**src/rtl/hex_alarm_clock_controller_assert.svh**
```systemverilog
// ----------------------------------------------------------------------------
// Assertion macros for the hex alarm clock controller
// Concurrent assertion shorthands clocked on clk and held off during reset.
// ----------------------------------------------------------------------------
`ifndef HEX_ALARM_CLOCK_CONTROLLER_ASSERT_SVH
`define HEX_ALARM_CLOCK_CONTROLLER_ASSERT_SVH

// The consequent must hold in the same cycle as the antecedent.
`define HACC_AST_IMP(lbl, ante, cons) \
  lbl: assert property (@(posedge clk) disable iff (!rst_n) (ante) |-> (cons)) \
    else $error("hacc assertion failed");

// The consequent must hold in the cycle after the antecedent.
`define HACC_AST_NXT(lbl, ante, cons) \
  lbl: assert property (@(posedge clk) disable iff (!rst_n) (ante) |=> (cons)) \
    else $error("hacc assertion failed");

`endif

```
**src/rtl/hacc_pkg.sv**
```systemverilog
`timescale 1ns / 1ps
// ----------------------------------------------------------------------------
// hacc_pkg
// Shared types and constants of the hex alarm clock controller.
// ----------------------------------------------------------------------------
package hacc_pkg;

  localparam int TIME_W      = 16;
  localparam int NIB_W       = 4;
  localparam int NIB_CNT     = TIME_W / NIB_W;
  localparam int CUR_W       = $clog2(NIB_CNT);
  localparam int POINT_W     = NIB_CNT;
  localparam int KEY_CNT     = 3;
  localparam int CFG_IDX_W   = 2;
  localparam int CFG_DATA_W  = 16;
  localparam int QUEUE_DEPTH = 2;
  localparam int QPTR_W      = $clog2(QUEUE_DEPTH);
  localparam int QCNT_W      = $clog2(QUEUE_DEPTH + 1);

  localparam logic [TIME_W-1:0]  SNOOZE_RESET = 16'h016C;
  localparam logic [NIB_W-1:0]   NIBBLE_MASK  = 4'hF;
  localparam logic [CUR_W-1:0]   TOP_CURSOR   = 2'd3;
  localparam logic [POINT_W-1:0] POINTS_UNSET = 4'hF;

  // Configuration register indexes.
  localparam logic [CFG_IDX_W-1:0] CFG_DEFAULT_SNOOZE = 2'd0;
  localparam logic [CFG_IDX_W-1:0] CFG_USER_SNOOZE    = 2'd1;

  // Key event taken from one sample: at most one press per sample.
  typedef enum logic [1:0] {
    KEY_NONE,
    KEY_SET,
    KEY_INC,
    KEY_DOZE
  } key_t;

  // Classified request passed from the front end to the execution stage.
  typedef struct packed {
    logic is_sample;
    key_t key;
    logic sw;
    logic jumper;
  } hacc_item_t;

endpackage

```
**src/rtl/hacc_in_if.sv**
```systemverilog
`timescale 1ns / 1ps
// ----------------------------------------------------------------------------
// hacc_in_if
// Input request channel: tick or key and switch sample.
// ----------------------------------------------------------------------------
interface hacc_in_if;
  logic valid;
  logic ready;
  logic kind;
  logic set_key;
  logic plus_key;
  logic snooze_key;
  logic alarm_switch;
  logic snooze_jumper;

  modport source (
    output valid, kind, set_key, plus_key, snooze_key, alarm_switch, snooze_jumper,
    input  ready
  );
  modport sink (
    input  valid, kind, set_key, plus_key, snooze_key, alarm_switch, snooze_jumper,
    output ready
  );
endinterface

```
**src/rtl/hacc_out_if.sv**
```systemverilog
`timescale 1ns / 1ps
// ----------------------------------------------------------------------------
// hacc_out_if
// Result channel: display value, points and status flags.
// ----------------------------------------------------------------------------
interface hacc_out_if;
  import hacc_pkg::*;
  logic               valid;
  logic               ready;
  logic [TIME_W-1:0]  shown_value;
  logic [POINT_W-1:0] point_flags;
  logic               alarm_alert;
  logic               clock_set;
  logic               editing;

  modport source (
    output valid, shown_value, point_flags, alarm_alert, clock_set, editing,
    input  ready
  );
  modport sink (
    input  valid, shown_value, point_flags, alarm_alert, clock_set, editing,
    output ready
  );
endinterface

```
**src/rtl/hacc_front.sv**
```systemverilog
`timescale 1ns / 1ps
// ----------------------------------------------------------------------------
// hacc_front
// Accepts requests, edge-detects the keys and classifies each request.
// ----------------------------------------------------------------------------
module hacc_front
  import hacc_pkg::*;
(
  input  logic       clk,
  input  logic       rst_n,
  hacc_in_if.sink    in_chan,
  input  logic       q_full,
  output logic       push_valid,
  output hacc_item_t push_item
);

  logic [KEY_CNT-1:0] key_prev_r;
  logic [KEY_CNT-1:0] key_prev_nxt;
  logic [KEY_CNT-1:0] levels;
  logic [KEY_CNT-1:0] diff;
  logic               accept;
  key_t               key_evt;

  assign in_chan.ready = !q_full;
  assign accept        = in_chan.valid && !q_full;
  assign levels        = {in_chan.snooze_key, in_chan.plus_key, in_chan.set_key};
  assign diff          = levels ^ key_prev_r;

  // Only the first changed key (set, plus, snooze) is consumed per sample.
  always_comb begin
    key_prev_nxt = key_prev_r;
    key_evt      = KEY_NONE;
    if (diff[0]) begin
      key_prev_nxt[0] = levels[0];
      key_evt         = levels[0] ? KEY_SET : KEY_NONE;
    end else if (diff[1]) begin
      key_prev_nxt[1] = levels[1];
      key_evt         = levels[1] ? KEY_INC : KEY_NONE;
    end else if (diff[2]) begin
      key_prev_nxt[2] = levels[2];
      key_evt         = levels[2] ? KEY_DOZE : KEY_NONE;
    end
  end

  always_ff @(posedge clk) begin
    if (!rst_n) begin
      key_prev_r <= '0;
    end else if (accept && in_chan.kind) begin
      key_prev_r <= key_prev_nxt;
    end
  end

  assign push_valid          = accept;
  assign push_item.is_sample = in_chan.kind;
  assign push_item.key       = in_chan.kind ? key_evt : KEY_NONE;
  assign push_item.sw        = in_chan.alarm_switch;
  assign push_item.jumper    = in_chan.snooze_jumper;

endmodule

```
**src/rtl/hacc_queue.sv**
```systemverilog
`timescale 1ns / 1ps
// ----------------------------------------------------------------------------
// hacc_queue
// Short request queue between the front end and the execution stage.
// ----------------------------------------------------------------------------
`include "hex_alarm_clock_controller_assert.svh"
module hacc_queue
  import hacc_pkg::*;
(
  input  logic       clk,
  input  logic       rst_n,
  input  logic       push_valid,
  input  hacc_item_t push_item,
  output logic       full,
  input  logic       pop,
  output logic       head_valid,
  output hacc_item_t head_item
);

  hacc_item_t        entry_r [QUEUE_DEPTH];
  logic [QPTR_W-1:0] wr_ptr_r;
  logic [QPTR_W-1:0] rd_ptr_r;
  logic [QCNT_W-1:0] count_r;
  logic              do_push;
  logic              do_pop;

  assign full       = (count_r == QCNT_W'(QUEUE_DEPTH));
  assign head_valid = (count_r != '0);
  assign head_item  = entry_r[rd_ptr_r];
  assign do_push    = push_valid && !full;
  assign do_pop     = pop && head_valid;

  always_ff @(posedge clk) begin
    if (!rst_n) begin
      wr_ptr_r <= '0;
      rd_ptr_r <= '0;
      count_r  <= '0;
    end else begin
      if (do_push) begin
        wr_ptr_r <= (wr_ptr_r == QPTR_W'(QUEUE_DEPTH - 1)) ? '0 : wr_ptr_r + 1'b1;
      end
      if (do_pop) begin
        rd_ptr_r <= (rd_ptr_r == QPTR_W'(QUEUE_DEPTH - 1)) ? '0 : rd_ptr_r + 1'b1;
      end
      if (do_push && !do_pop) begin
        count_r <= count_r + 1'b1;
      end else if (do_pop && !do_push) begin
        count_r <= count_r - 1'b1;
      end
    end
  end

  always_ff @(posedge clk) begin
    if (do_push) begin
      entry_r[wr_ptr_r] <= push_item;
    end
  end

  `HACC_AST_IMP(a_count_bound, 1'b1, count_r <= QCNT_W'(QUEUE_DEPTH))
  `HACC_AST_NXT(a_pop_drains, do_pop && !do_push && count_r == QCNT_W'(1), !head_valid)

endmodule

```
**src/rtl/hacc_back.sv**
```systemverilog
`timescale 1ns / 1ps
// ----------------------------------------------------------------------------
// hacc_back
// Executes classified requests on the clock state and registers each result.
// ----------------------------------------------------------------------------
`include "hex_alarm_clock_controller_assert.svh"
module hacc_back
  import hacc_pkg::*;
(
  input  logic                 clk,
  input  logic                 rst_n,
  input  logic                 head_valid,
  input  hacc_item_t           head_item,
  output logic                 pop,
  input  logic                 cfg_we,
  input  logic [CFG_IDX_W-1:0] cfg_index,
  input  logic [CFG_DATA_W-1:0] cfg_wdata,
  hacc_out_if.source           out_chan
);

  logic [TIME_W-1:0] dflt_snooze_r, user_snooze_r;
  logic [TIME_W-1:0] time_r, time_nxt;
  logic [TIME_W-1:0] setting_r, setting_nxt;
  logic [TIME_W-1:0] target_r, target_nxt;
  logic [TIME_W-1:0] edit_val_r, edit_val_nxt;
  logic [CUR_W-1:0]  cursor_r, cursor_nxt;
  logic              snoozing_r, snoozing_nxt;
  logic              alerting_r, alerting_nxt;
  logic              is_set_r, is_set_nxt;
  logic              edit_r, edit_nxt;
  logic              edit_alarm_r, edit_alarm_nxt;
  logic              entry_sw_r, entry_sw_nxt;
  logic [NIB_W-1:0]  nib;
  logic [TIME_W-1:0] interval;

  logic               out_valid_r;
  logic [TIME_W-1:0]  shown_r, shown_nxt;
  logic [POINT_W-1:0] points_r, points_nxt;
  logic               alert_r, alert_nxt;

  assign pop      = head_valid && (!out_valid_r || out_chan.ready);
  assign interval = head_item.jumper ? user_snooze_r : dflt_snooze_r;
  assign nib      = edit_val_r[{cursor_r, 2'b00} +: NIB_W] + 1'b1;

  always_comb begin
    time_nxt       = time_r;
    setting_nxt    = setting_r;
    target_nxt     = target_r;
    edit_val_nxt   = edit_val_r;
    cursor_nxt     = cursor_r;
    snoozing_nxt   = snoozing_r;
    alerting_nxt   = alerting_r;
    is_set_nxt     = is_set_r;
    edit_nxt       = edit_r;
    edit_alarm_nxt = edit_alarm_r;
    entry_sw_nxt   = entry_sw_r;

    if (!head_item.is_sample) begin
      if (is_set_r) begin
        time_nxt = time_r + 1'b1;
      end
    end else if (edit_r) begin
      case (head_item.key)
        KEY_SET: begin
          if (cursor_r == '0) begin
            if (edit_alarm_r) begin
              setting_nxt = edit_val_r;
            end else begin
              time_nxt   = edit_val_r;
              is_set_nxt = 1'b1;
            end
            edit_nxt = 1'b0;
          end else begin
            cursor_nxt = cursor_r - 1'b1;
          end
        end
        KEY_INC: begin
          edit_val_nxt[{cursor_r, 2'b00} +: NIB_W] = nib & NIBBLE_MASK;
        end
        default: begin
        end
      endcase
      // A switch change throws the edit away.
      if (edit_nxt && head_item.sw != entry_sw_r) begin
        edit_nxt = 1'b0;
      end
    end else begin
      if (!snoozing_r) begin
        target_nxt = setting_r;
      end
      case (head_item.key)
        KEY_SET: begin
          edit_nxt       = 1'b1;
          edit_alarm_nxt = head_item.sw;
          entry_sw_nxt   = head_item.sw;
          edit_val_nxt   = head_item.sw ? setting_r : time_r;
          cursor_nxt     = TOP_CURSOR;
        end
        KEY_DOZE: begin
          if (alerting_r) begin
            snoozing_nxt = 1'b1;
            alerting_nxt = 1'b0;
            target_nxt   = time_r + interval;
          end
        end
        default: begin
        end
      endcase
    end

    // Alarm check whenever no edit is open after the request.
    if (!edit_nxt) begin
      if (!snoozing_nxt) begin
        target_nxt = setting_nxt;
      end
      if (head_item.sw && is_set_nxt && time_nxt == target_nxt) begin
        alerting_nxt = 1'b1;
      end else if (!head_item.sw) begin
        alerting_nxt = 1'b0;
        snoozing_nxt = 1'b0;
      end
    end

    shown_nxt  = edit_nxt ? edit_val_nxt : time_nxt;
    points_nxt = edit_nxt ? (POINT_W'(1) << cursor_nxt)
                          : (is_set_nxt ? '0 : POINTS_UNSET);
    alert_nxt  = alerting_nxt && !edit_nxt;
  end

  always_ff @(posedge clk) begin
    if (!rst_n) begin
      dflt_snooze_r <= SNOOZE_RESET;
      user_snooze_r <= SNOOZE_RESET;
    end else if (cfg_we) begin
      case (cfg_index)
        CFG_DEFAULT_SNOOZE: dflt_snooze_r <= cfg_wdata;
        CFG_USER_SNOOZE:    user_snooze_r <= cfg_wdata;
        default: begin
        end
      endcase
    end
  end

  always_ff @(posedge clk) begin
    if (!rst_n) begin
      time_r       <= '0;
      setting_r    <= '0;
      target_r     <= '0;
      edit_val_r   <= '0;
      cursor_r     <= TOP_CURSOR;
      snoozing_r   <= 1'b0;
      alerting_r   <= 1'b0;
      is_set_r     <= 1'b0;
      edit_r       <= 1'b0;
      edit_alarm_r <= 1'b0;
      entry_sw_r   <= 1'b0;
    end else if (pop) begin
      time_r       <= time_nxt;
      setting_r    <= setting_nxt;
      target_r     <= target_nxt;
      edit_val_r   <= edit_val_nxt;
      cursor_r     <= cursor_nxt;
      snoozing_r   <= snoozing_nxt;
      alerting_r   <= alerting_nxt;
      is_set_r     <= is_set_nxt;
      edit_r       <= edit_nxt;
      edit_alarm_r <= edit_alarm_nxt;
      entry_sw_r   <= entry_sw_nxt;
    end
  end

  always_ff @(posedge clk) begin
    if (!rst_n) begin
      out_valid_r <= 1'b0;
    end else if (pop) begin
      out_valid_r <= 1'b1;
    end else if (out_chan.ready) begin
      out_valid_r <= 1'b0;
    end
  end

  always_ff @(posedge clk) begin
    if (pop) begin
      shown_r  <= shown_nxt;
      points_r <= points_nxt;
      alert_r  <= alert_nxt;
    end
  end

  assign out_chan.valid       = out_valid_r;
  assign out_chan.shown_value = shown_r;
  assign out_chan.point_flags = points_r;
  assign out_chan.alarm_alert = alert_r;
  assign out_chan.clock_set   = is_set_r;
  assign out_chan.editing     = edit_r;

  `HACC_AST_IMP(a_no_alert_in_edit, out_valid_r && edit_r, !alert_r)
  `HACC_AST_IMP(a_cursor_onehot, out_valid_r && edit_r, $onehot(points_r))
  `HACC_AST_NXT(a_set_sticky, is_set_r, is_set_r)

endmodule

```
**src/rtl/hex_alarm_clock_controller.sv**
```systemverilog
`timescale 1ns / 1ps
// ----------------------------------------------------------------------------
// hex_alarm_clock_controller
// Alarm clock with nibble editor and snooze, driven by tick and key requests.
// ----------------------------------------------------------------------------
// An accepted request is written into the queue, then executed from its head into the result register.
// Throughput: one request per cycle, retired one per cycle while results are taken.
// A two-entry queue lets the input side keep going while a result waits.
// Reset (rst_n, synchronous, active low) clears time, alarm, edit and key
// history, sets the cursor to the top nibble and both snooze intervals to 0x16C.
// ----------------------------------------------------------------------------
module hex_alarm_clock_controller
  import hacc_pkg::*;
(
  input  logic                  clk,
  input  logic                  rst_n,
  hacc_in_if.sink               in_chan,
  hacc_out_if.source            out_chan,
  input  logic                  cfg_we,
  input  logic [CFG_IDX_W-1:0]  cfg_index,
  input  logic [CFG_DATA_W-1:0] cfg_wdata
);

  // The front end keeps the key history and turns each sample into at most
  // one key press, so the execution stage only sees decoded events.
  logic       push_valid;
  hacc_item_t push_item;
  logic       q_full;

  // Queue head as seen by the execution stage.
  logic       head_valid;
  hacc_item_t head_item;
  logic       pop;

  hacc_front u_front (
    .clk        (clk),
    .rst_n      (rst_n),
    .in_chan    (in_chan),
    .q_full     (q_full),
    .push_valid (push_valid),
    .push_item  (push_item)
  );

  // The queue decouples acceptance from execution; a stalled result register
  // backs up into it before the input side sees ready drop.
  hacc_queue u_queue (
    .clk        (clk),
    .rst_n      (rst_n),
    .push_valid (push_valid),
    .push_item  (push_item),
    .full       (q_full),
    .pop        (pop),
    .head_valid (head_valid),
    .head_item  (head_item)
  );

  // The execution stage holds the whole clock state and the snooze registers,
  // runs one request per cycle while its results are taken, and registers each result.
  hacc_back u_back (
    .clk        (clk),
    .rst_n      (rst_n),
    .head_valid (head_valid),
    .head_item  (head_item),
    .pop        (pop),
    .cfg_we     (cfg_we),
    .cfg_index  (cfg_index),
    .cfg_wdata  (cfg_wdata),
    .out_chan   (out_chan)
  );

endmodule
```
**src/flat_wrapper.sv**
```systemverilog
// flat-port wrapper written by rule: the top's interface ports become plain ports
module hex_alarm_clock_controller_flat import hacc_pkg::*;
  (clk, rst_n, cfg_we, cfg_index, cfg_wdata, in_chan_valid, in_chan_kind, in_chan_set_key, in_chan_plus_key, in_chan_snooze_key, in_chan_alarm_switch, in_chan_snooze_jumper, in_chan_ready, out_chan_valid, out_chan_shown_value, out_chan_point_flags, out_chan_alarm_alert, out_chan_clock_set, out_chan_editing, out_chan_ready);
  hacc_in_if in_chan_i ();
  hacc_out_if out_chan_i ();
  input  logic clk;
  input  logic rst_n;
  input  logic cfg_we;
  input  logic [CFG_IDX_W-1:0] cfg_index;
  input  logic [CFG_DATA_W-1:0] cfg_wdata;
  input wire logic [$bits(in_chan_i.valid)-1:0] in_chan_valid;
  input wire logic [$bits(in_chan_i.kind)-1:0] in_chan_kind;
  input wire logic [$bits(in_chan_i.set_key)-1:0] in_chan_set_key;
  input wire logic [$bits(in_chan_i.plus_key)-1:0] in_chan_plus_key;
  input wire logic [$bits(in_chan_i.snooze_key)-1:0] in_chan_snooze_key;
  input wire logic [$bits(in_chan_i.alarm_switch)-1:0] in_chan_alarm_switch;
  input wire logic [$bits(in_chan_i.snooze_jumper)-1:0] in_chan_snooze_jumper;
  output wire logic [$bits(in_chan_i.ready)-1:0] in_chan_ready;
  output wire logic [$bits(out_chan_i.valid)-1:0] out_chan_valid;
  output wire logic [$bits(out_chan_i.shown_value)-1:0] out_chan_shown_value;
  output wire logic [$bits(out_chan_i.point_flags)-1:0] out_chan_point_flags;
  output wire logic [$bits(out_chan_i.alarm_alert)-1:0] out_chan_alarm_alert;
  output wire logic [$bits(out_chan_i.clock_set)-1:0] out_chan_clock_set;
  output wire logic [$bits(out_chan_i.editing)-1:0] out_chan_editing;
  input wire logic [$bits(out_chan_i.ready)-1:0] out_chan_ready;
  assign in_chan_i.valid = in_chan_valid;
  assign in_chan_i.kind = in_chan_kind;
  assign in_chan_i.set_key = in_chan_set_key;
  assign in_chan_i.plus_key = in_chan_plus_key;
  assign in_chan_i.snooze_key = in_chan_snooze_key;
  assign in_chan_i.alarm_switch = in_chan_alarm_switch;
  assign in_chan_i.snooze_jumper = in_chan_snooze_jumper;
  assign in_chan_ready = in_chan_i.ready;
  assign out_chan_valid = out_chan_i.valid;
  assign out_chan_shown_value = out_chan_i.shown_value;
  assign out_chan_point_flags = out_chan_i.point_flags;
  assign out_chan_alarm_alert = out_chan_i.alarm_alert;
  assign out_chan_clock_set = out_chan_i.clock_set;
  assign out_chan_editing = out_chan_i.editing;
  assign out_chan_i.ready = out_chan_ready;
  hex_alarm_clock_controller u_core (.clk(clk), .rst_n(rst_n), .in_chan(in_chan_i), .out_chan(out_chan_i), .cfg_we(cfg_we), .cfg_index(cfg_index), .cfg_wdata(cfg_wdata));
endmodule
```
**config.mk**
```make
export PLATFORM = sky130hd
export DESIGN_NAME = hex_alarm_clock_controller_flat
export DESIGN_NICKNAME = d
export VERILOG_FILES = /design/src/rtl/hacc_pkg.sv /design/src/rtl/hacc_in_if.sv /design/src/rtl/hacc_out_if.sv /design/src/rtl/hacc_front.sv /design/src/rtl/hacc_queue.sv /design/src/rtl/hacc_back.sv /design/src/rtl/hex_alarm_clock_controller.sv /design/src/flat_wrapper.sv
export VERILOG_INCLUDE_DIRS = /design/src /design/src/rtl
export SDC_FILE = /design/constraint.sdc
export NUM_CORES = 1
export LEC_CHECK = 0
export BUFFER_PORTS_ARGS = -buffer_cell sky130_fd_sc_hd__buf_4
export CORE_MARGIN = 10
export CORE_UTILIZATION = 50
export CTS_CLUSTER_SIZE = 40
export DETAILED_ROUTE_END_ITERATION = 6
export PLACE_DENSITY = 0.77
export REMOVE_ABC_BUFFERS = 1
export SYNTH_ARGS = -nofsm -noshare
export SYNTH_HDL_FRONTEND = slang
export SYNTH_SLANG_ARGS = --single-unit
```
**constraint.sdc**
```tcl
create_clock -name clk -period 6.1 [get_ports clk]
set_clock_uncertainty 0.2 [all_clocks]
set_input_delay 0.305 -clock clk [delete_from_list [all_inputs] [get_ports clk]]
set_output_delay 0.305 -clock clk [all_outputs]
set_load 0.005 [all_outputs]
```
==> results.txt, run 1 <==
----------------------------------------------------
[STA]
  Final hold violations ... 0
  Worst rel slew slack ... 27.76%
  Transition time of the tightest slew-check pin ... around 1.1 ns
  Period utilisation layout ... about 81%
  Max-slew violation count ... 0
  Setup_tns ... 0 ns
  Final critical delay including setup and external delays ... 4.952 ns
  Unrepaired setup endpoints after global routing ... no
  Setup Viol. Count Final ... 0
  Maximum operating frequency ... 202.0 MHz

[Outcome]
  Result of the run ... complete, but fails checks
  Violations in the final reports ... design-rule violations

[Routing]
  DRC violations left ... 1
  Initial DRC count ... between 1,000 and 1,500
  Via density ... between 6 and 7
  Initial DRT Pass Iterations ... 7
  Routed WL per cell ... 22.10 um
  Antenna-violating nets left ... 0
  Total detailed-routing wirelength ... 33.01 mm
  Total number of vias ... 9,766

[Logic synthesis]
  Synth area leader ... dfxtp_1
  Count of mapped cells out of synthesis ... between 1,000 and 1,500
  Number of synthesized register bits ... 143
  Mean post-synth cell area ... 8.108 sq um
  Cell area after synthesis ... around 9600 sq um
  Main synth FF type ... dfxtp_1
  EDFF count, synth ... 31
  Most common cell in the synthesized netlist ... nand2_1
  Share of async-settable or async-resettable flops after synthesis ... 0%
  Distinct cell type count after synthesis ... 102
  Share of the yosys chip area belonging to registers ... 32.89%
  Most instantiated cells after synthesis ... nand2_1 (202), a21oi_1 (125), dfxtp_1 (112), nor2_1 (106), o21ai_0 (64)
  Synth warn ... 0
  Cell types with the largest area share after synthesis ... dfxtp_1 (23%), edfxtp_1 (9.6%), nand2_1 (7.9%)
  Top-area cell type share of the netlist area ... between 20% and 30%

[Power]
  Net Sw Power ... 0.001926 W
  Max rail drop VDD ... 0.2818 mV
  Share of total power in sequential cells ... 34.8%
  Fraction of power spent switching nets ... 44.28%
  Internal Pwr Total ... 0.002423 W
  Part of the power in the clock network ... 23.5%
  Leakage power ... 4.094 nW
  Power per standard cell area ... 399.1 nW/um^2
  Combinational group share of total power ... 41.6%

[Clock tree]
  CTS Hold Bufs ... 21
  CTS tree ... done
  Total CTS buffers ... 17
  Resized cells post-CTS ... 0
  Clock tree root buffer cell ... clkbuf_16
  # clock sinks ... 143
  Number of buffers on the longest clock path ... 2
  CTS H-tree lvls ... 4
  Clk pin slew, worst setup/hold paths ... 0.07 ns
  Worst-skew pair later-pin latency ... 0.44 ns
  Setup repair bufs after CTS ... 0

[Run]
  Max-cap check violation count ... 0

[Worst setup path]
  Startpoint Class ... flip-flop
  Arrival @ worst endpoint ... 5.03 ns
  Critical path peak fanout ... 18
  Required @ worst endpoint ... 6.18 ns
  Crit path capture type ... flip-flop
  Classification of the worst setup path ... flip-flop to flip-flop

[Final layout]
  Ratio of cells with drive above 1 in the final layout ... 13.61%
  Utilization after layout ... 57.88%
  Total inserted antenna cells ... 0
  Final Net Count ... 1,279
  Layout overhead on the synthesized area ... 12.97%

[Die]
  Floorplan die height ... approximately 160 um
  I/O pins ... 54
  Die Wd ... roughly 160 um
  Core area ... 18,830 sq um
  Floorplan row count ... 50
  Full die area ... about 25,000 sq um
  Starting utilization of the core area ... ~51%

[GRT]
  All-Layer GR Usage ... 25.17%
  Number of antenna violations at the first check in global routing ... 0
  Pin count of the biggest net entering global routing ... 93
  Grt ovf ... 0
  First-pass GRT wire length ... 52.03 mm
  Vias in the first global route ... about 9,100

[Placement]
  PortBufs ... 53
  HPWL after detailed placement ... 23.41 mm
  Routability cong. ... 0.9900

[Hold path]
  Classification of the worst-slack hold path ... input port to flip-flop

----------------------------------------------------
==> cell families (layout without fill, tap and decap cells) <==
group | count (synthesis) | after routing | share of synthesized area [%]
AND/OR/NAND/NOR | 465 | 465 | 22.77
AO/OA/AOI/OAI | 375 | 375 | 26.66
flip-flops | 143 | 143 | 32.89
buffers and inverters | 94 | 138 | 4.448
multiplexers | 55 | 55 | 6.731
adder cells (fa/ha/maj) | 31 | 31 | 4.046
XOR/XNOR | 27 | 27 | 2.451
==> layer usage <==
| metal | track usage [%] | vias to the layer above | share of wire (%) |
|---|---|---|---|
| met3 | 5.525 | 128 | 11 |
| met5 | 0 | - | 0 |
| met2 | 38.44 | 607 | 44 |
| li1 | - | 4462 | - |
| met1 | 32.80 | 4569 | 40 |
| met4 | 12.68 | 0 | 4.9 |
==> worst paths after layout <==
path,depth (start not counted),end,startpoint,slack (ns)
max reg2reg,13,u_core.u_back.out_chan.alarm_alert,flip-flop,1.15
min,4,u_core.u_back.out_chan.valid,out_chan_ready,0.01
min reg2reg,2,u_core.u_back.dflt_snooze_r[14],u_core.u_back.dflt_snooze_r[14],0.25
max,13,u_core.u_back.out_chan.alarm_alert,flip-flop,1.15
==> metrics by stage <==
step | std cells | worst slack (ns) | power [W] | hold slack (ns) | instance area [sq um]
after global placement | 1441 | 1.288 | 0.003242 | 0.2433 | 10120
after floorplan | 1116 | 1.442 | 0.002577 | 0.1768 | 9294
after global routing | 1494 | 0.8842 | 0.004571 | 0.03922 | 10900
after CTS | 1494 | 1.179 | 0.004297 | 0.001113 | 10900
after detailed placement | 1441 | 1.249 | 0.003261 | 0.2470 | 10120
final | 1494 | 1.148 | 0.004350 | 0.009714 | 10900
==> power by group through the flow <==
stage               Combinational (W)  Clock [W]  Sequential (W)
CTS                           0.00177    0.00103         0.00149
detailed placement            0.00175          0         0.00151
finish                        0.00181    0.00102         0.00152
global route                  0.00197    0.00107         0.00153
floorplan                     0.00117          0         0.00141
global placement              0.00173          0         0.00151
==> registers in the layout (all words and copies together), names as in the netlist, 2 cells and up, named ones only <==
register,cells
u_core.u_back.time_r,16
u_core.u_back.edit_val_r,16
u_core.u_back.setting_r,16
u_core.u_back.out_chan.shown_value,16
u_core.u_back.target_r,16
u_core.u_queue.entry_r,10
u_core.u_back.cursor_r,2
u_core.u_front.key_prev_r,3
u_core.u_queue.count_r,2
u_core.u_back.out_chan.point_flags,4
u_core.u_back.user_snooze_r,16
u_core.u_back.dflt_snooze_r,16
==> layout by cell type, fill, tap and decap left out, drive strengths merged, types with 8 or more instances in the layout <==
master | Yosys | final
dfxtp | 112 | 112
nand4 | 9 | 9
nand2b | 12 | 12
a211oi | 34 | 34
or3 | 10 | 10
o21ai | 69 | 69
ha | 28 | 28
a21o | 9 | 9
nand2 | 203 | 203
xnor2 | 15 | 15
mux2 | 23 | 23
nor2 | 110 | 110
nor3 | 27 | 27
a221oi | 14 | 14
buf | 24 | 65
mux2i | 28 | 28
a21oi | 129 | 129
nand3 | 34 | 34
and3 | 10 | 10
a31oi | 17 | 17
inv | 20 | 27
o211ai | 15 | 15
clkbuf | 50 | 17
xor2 | 12 | 12
clkinv | 0 | 8
dlygate4sd3 | 0 | 21
edfxtp | 31 | 31
==> final cells by class <==
type / instances / area [sq um]
Tap cell: 260 / 325.3
Clock inverter: 15 / 147.6
Sequential cell: 143 / 3173
Multi-Input combinational cell: 953 / 6055
Fill cell: 1695 / 7931
Timing Repair Buffer: 86 / 698.2
Inverter: 20 / 75.07
Clock buffer: 17 / 425.4
==> critical path, stage by stage, from the launching register on <==
cell and delay, ns:
dfxtp_1 0.81, mux2i_2 0.27, buf_4 0.30, mux2_2 0.39
ha_1 0.32, a211oi_1 0.40, nor2_1 0.11, or4b_2 0.64
nand3_1 0.15, xnor2_1 0.14, o31ai_1 0.09, a2111oi_1 0.46
nand4_1 0.21, a211oi_2 0.26
Power figures use the tool's default switching activity.
==> inputs of run 2 (changes only) <==
--- a/config.mk
+++ b/config.mk
@@ -11,7 +11,7 @@
 export CORE_UTILIZATION = 50
 export CTS_CLUSTER_SIZE = 40
 export DETAILED_ROUTE_END_ITERATION = 6
-export PLACE_DENSITY = 0.77
+export PLACE_DENSITY = 0.8
 export REMOVE_ABC_BUFFERS = 1
 export SYNTH_ARGS = -nofsm -noshare
 export SYNTH_HDL_FRONTEND = slang
==> constraint.sdc (replaced) <==
create_clock -name clk -period 4 [get_ports clk]
set_clock_uncertainty 0.2 [all_clocks]
set_input_delay 0.2 -clock clk [delete_from_list [all_inputs] [get_ports clk]]
set_output_delay 0.2 -clock clk [all_outputs]
set_load 0.005 [all_outputs]
==> results.txt, run 2 (synthesized netlist as in run 1, its figures left out) <==
----------------------------------------------------
[Worst setup path]
  Critical path peak fanout ... 7 (-11)
  Startpoint Class ... flip-flop
  Depth of the most critical reg-to-reg path ... 17 (+4)
  Worst reg2reg startpoint ... u_core.u_queue.entry_r[0][0]
  Crit path capture type ... flip-flop
  Launching element of the worst setup path ... u_core.u_queue.entry_r[0][0]
  Classification of the worst setup path ... flip-flop to flip-flop
  Arrival @ worst endpoint ... 4.31 ns (-0.72 ns)
  Worst-case register-to-register setup slack ... -0.14 ns (-1.29 ns)
  Terminus of the critical flop-to-flop path ... u_core.u_back.alerting_r
  Required @ worst endpoint ... 4.16 ns (-2.02 ns)

[Final layout]
  Layout overhead on the synthesized area ... 24.78%
  Fin cells ... 1,603 (+7.3%)
  Leading cell type in the layout, fill and taps excluded ... nand2_1
  Final Net Count ... 1,388 (+8.5%)
  Total inserted antenna cells ... 0 (unchanged)
  Commonest cells after routing, fill and taps aside ... nand2_1 (202), buf_4 (165), a21oi_1 (121), dfxtp_1 (111), nor2_1 (106)
  Ratio of cells with drive above 1 in the final layout ... 22.78% (+9.2 points)

[STA]
  Setup ws final ... -0.1445 ns (-1.293 ns)
  Maximum operating frequency ... 241.3 MHz (+19%)
  Max-slew violation count ... 0 (unchanged)
  Final critical delay including setup and external delays ... 4.145 ns (-0.8070 ns)
  Setup Viol. Count Final ... 2 (+2)
  Worst rel slew slack ... 42.68% (+15 points)
  Transition time of the tightest slew-check pin ... 0.8519 ns (-0.2317 ns)
  Final hold violations ... 0 (unchanged)
  Setup_tns ... -0.2578 ns (-0.2578 ns)
  Unrepaired setup endpoints after global routing ... yes
  Period utilisation layout ... 103.6% (+22 points)

[GRT]
  Grt ovf ... 0 (unchanged)
  Vias in the first global route ... 9,671 (+6.5%)
  All-Layer GR Usage ... 26.44% (+1.3 points)
  Pin count of the biggest net entering global routing ... 50 (-46%)
  Number of antenna violations at the first check in global routing ... 0 (unchanged)
  First-pass GRT wire length ... 54.63 mm (+5.0%)

[Routing]
  Routed WL per cell ... 22.09 um (about the same)
  Total detailed-routing wirelength ... 35.42 mm (+7.3%)
  DRC violations left ... 0 (-1)
  Initial DRT Pass Iterations ... 7 (unchanged)
  Via density ... 6.490 (-0.71%)
  Initial DRC count ... 1,591 (+43%)
  Antenna-violating nets left ... 0 (unchanged)
  Total number of vias ... 10,400 (+6.5%)

[Placement]
  Routability cong. ... 1.020 (+3.1%)
  PortBufs ... 53 (unchanged)
  Count of placed standard cells including taps ... 1,528 (+6.0%)
  HPWL after detailed placement ... 24.58 mm (+5.0%)

[Power]
  Fraction of power spent switching nets ... 42.71% (-1.6 points)
  Combinational group share of total power ... 46.3% (+4.7 points)
  Part of the power in the clock network ... 22.4% (-1.1 points)
  Max rail drop VDD ... 0.3401 mV (+21%)
  Internal Pwr Total ... 0.004189 W (+73%)
  Power per standard cell area ... 607.4 nW/um^2 (+52%)
  Share of total power in sequential cells ... 31.3% (-3.5 points)
  Net Sw Power ... 0.003123 W (+62%)
  Leakage power ... 4.674 nW (+14%)

[Clock tree]
  Clock tree root buffer cell ... clkbuf_16
  Clk pin slew, worst setup/hold paths ... 0.06 ns (about the same)
  Total CTS buffers ... 17 (unchanged)
  Worst-skew pair later-pin latency ... 0.45 ns (about the same)
  # clock sinks ... 143 (unchanged)
  CTS tree ... done
  CTS H-tree lvls ... 4 (unchanged)
  Number of buffers on the longest clock path ... 2 (unchanged)

[Hold path]
  Cell depth of the worst min-delay path ... 4 (unchanged)
  Hold EP ... u_core.u_front.key_prev_r[1]
  Classification of the worst-slack hold path ... input port to flip-flop
  Launch instance of the worst min-delay path ... in_chan_valid

[Die]
  Die Wd ... 158.9 um (unchanged)
  Core area ... 18,830 sq um (unchanged)
  Starting utilization of the core area ... 51.24% (unchanged)
  Floorplan die height ... 158.9 um (unchanged)
  Floorplan row count ... 50 (unchanged)
  I/O pins ... 54 (unchanged)
  Full die area ... 25,250 sq um (unchanged)

[Run]
  Max-cap check violation count ... 0 (unchanged)

[Outcome]
  Result of the run ... complete, but fails checks
  Violations in the final reports ... negative setup slack

----------------------------------------------------
-- run 2: area by class of cell --
type / count / area (sq um)
multi-input cells: 953 / 6317
flip-flops and latches: 143 / 3174
well taps: 260 / 325.3
clock buffers: 21 / 503.0
fillers: 1556 / 6792
inverters: 20 / 75.07
repair buffers: 195 / 1555
clock inverters: 11 / 88.84
-- run 2: power groups by stage --
stage | clock network [W] | logic (W) | registers [W]
final | 0.00164 | 0.00339 | 0.00229
after global routing | 0.00169 | 0.00364 | 0.00231
after CTS | 0.00164 | 0.00317 | 0.00224
after detailed placement | 0 | 0.00304 | 0.00227
after global placement | 0 | 0.00300 | 0.00226
after floorplan | 0 | 0.00178 | 0.00215
-- run 2: how the worst max path moves through the flow --
stage / end / slack, ns / cells past startpoint
floorplan: u_core.u_back.out_chan.alarm_alert / -0.66 / 12
global route: u_core.u_back.alerting_r / -0.24 / 17
detailed placement: u_core.u_back.alerting_r / -0.22 / 14
global placement: u_core.u_back.alerting_r / -0.16 / 14
finish: u_core.u_back.alerting_r / -0.14 / 17
CTS: u_core.u_back.alerting_r / 0.003 / 17
-- run 2: per-layer routing --
metal,share of wire (%),vias to the layer above,wire [um],global-route usage (%)
met3,12,135,4397,5.371
met5,0,-,0,0
met1,38,4832,13300,33.90
li1,-,4687,-,-
met2,46,750,16170,41.41
met4,4.4,0,1558,13.31
-- run 2: critical path: stages (launching register included) --
cell and delay (ns):
edfxtp_1 0.40, mux2i_2 0.25, buf_6 0.20, mux2_4 0.18
ha_4 0.14, inv_2 0.06, fa_2 0.40, nand3b_1 0.22
a21oi_2 0.22, buf_4 0.15, o21ai_4 0.05, mux2i_2 0.26
o2111ai_2 0.17, mux2_4 0.34, a2111oi_4 0.32, nand4_1 0.19
buf_4 0.18, o211ai_1 0.14
-- run 2: per-stage QoR --
stage	area (sq um)	util [%]	power (W)	hold slack (ns)	setup WS [ns]
2_1_floorplan	9294	-	0.003929	0.07183	-0.6578
5_1_grt	12040	63.93	0.007640	0.06600	-0.2439
6_report	12040	63.93	0.007312	0.02770	-0.1445
4_1_cts	11800	62.65	0.007049	0.01747	0.002700
3_5_place_dp	10790	57.28	0.005311	0.1959	-0.2247
3_3_place_gp	10790	57.28	0.005259	0.1872	-0.1616
-- run 2: repair_timing --
action | CTS | global route
gates cloned | 0 | 0
pin swaps | 12 | 23
setup endpoints to repair | 2 | 3
resized for setup | 28 | 29
hold buffers | 27 | 0
hold endpoints to repair | 51 | 0
buffers inserted | 9 | 7
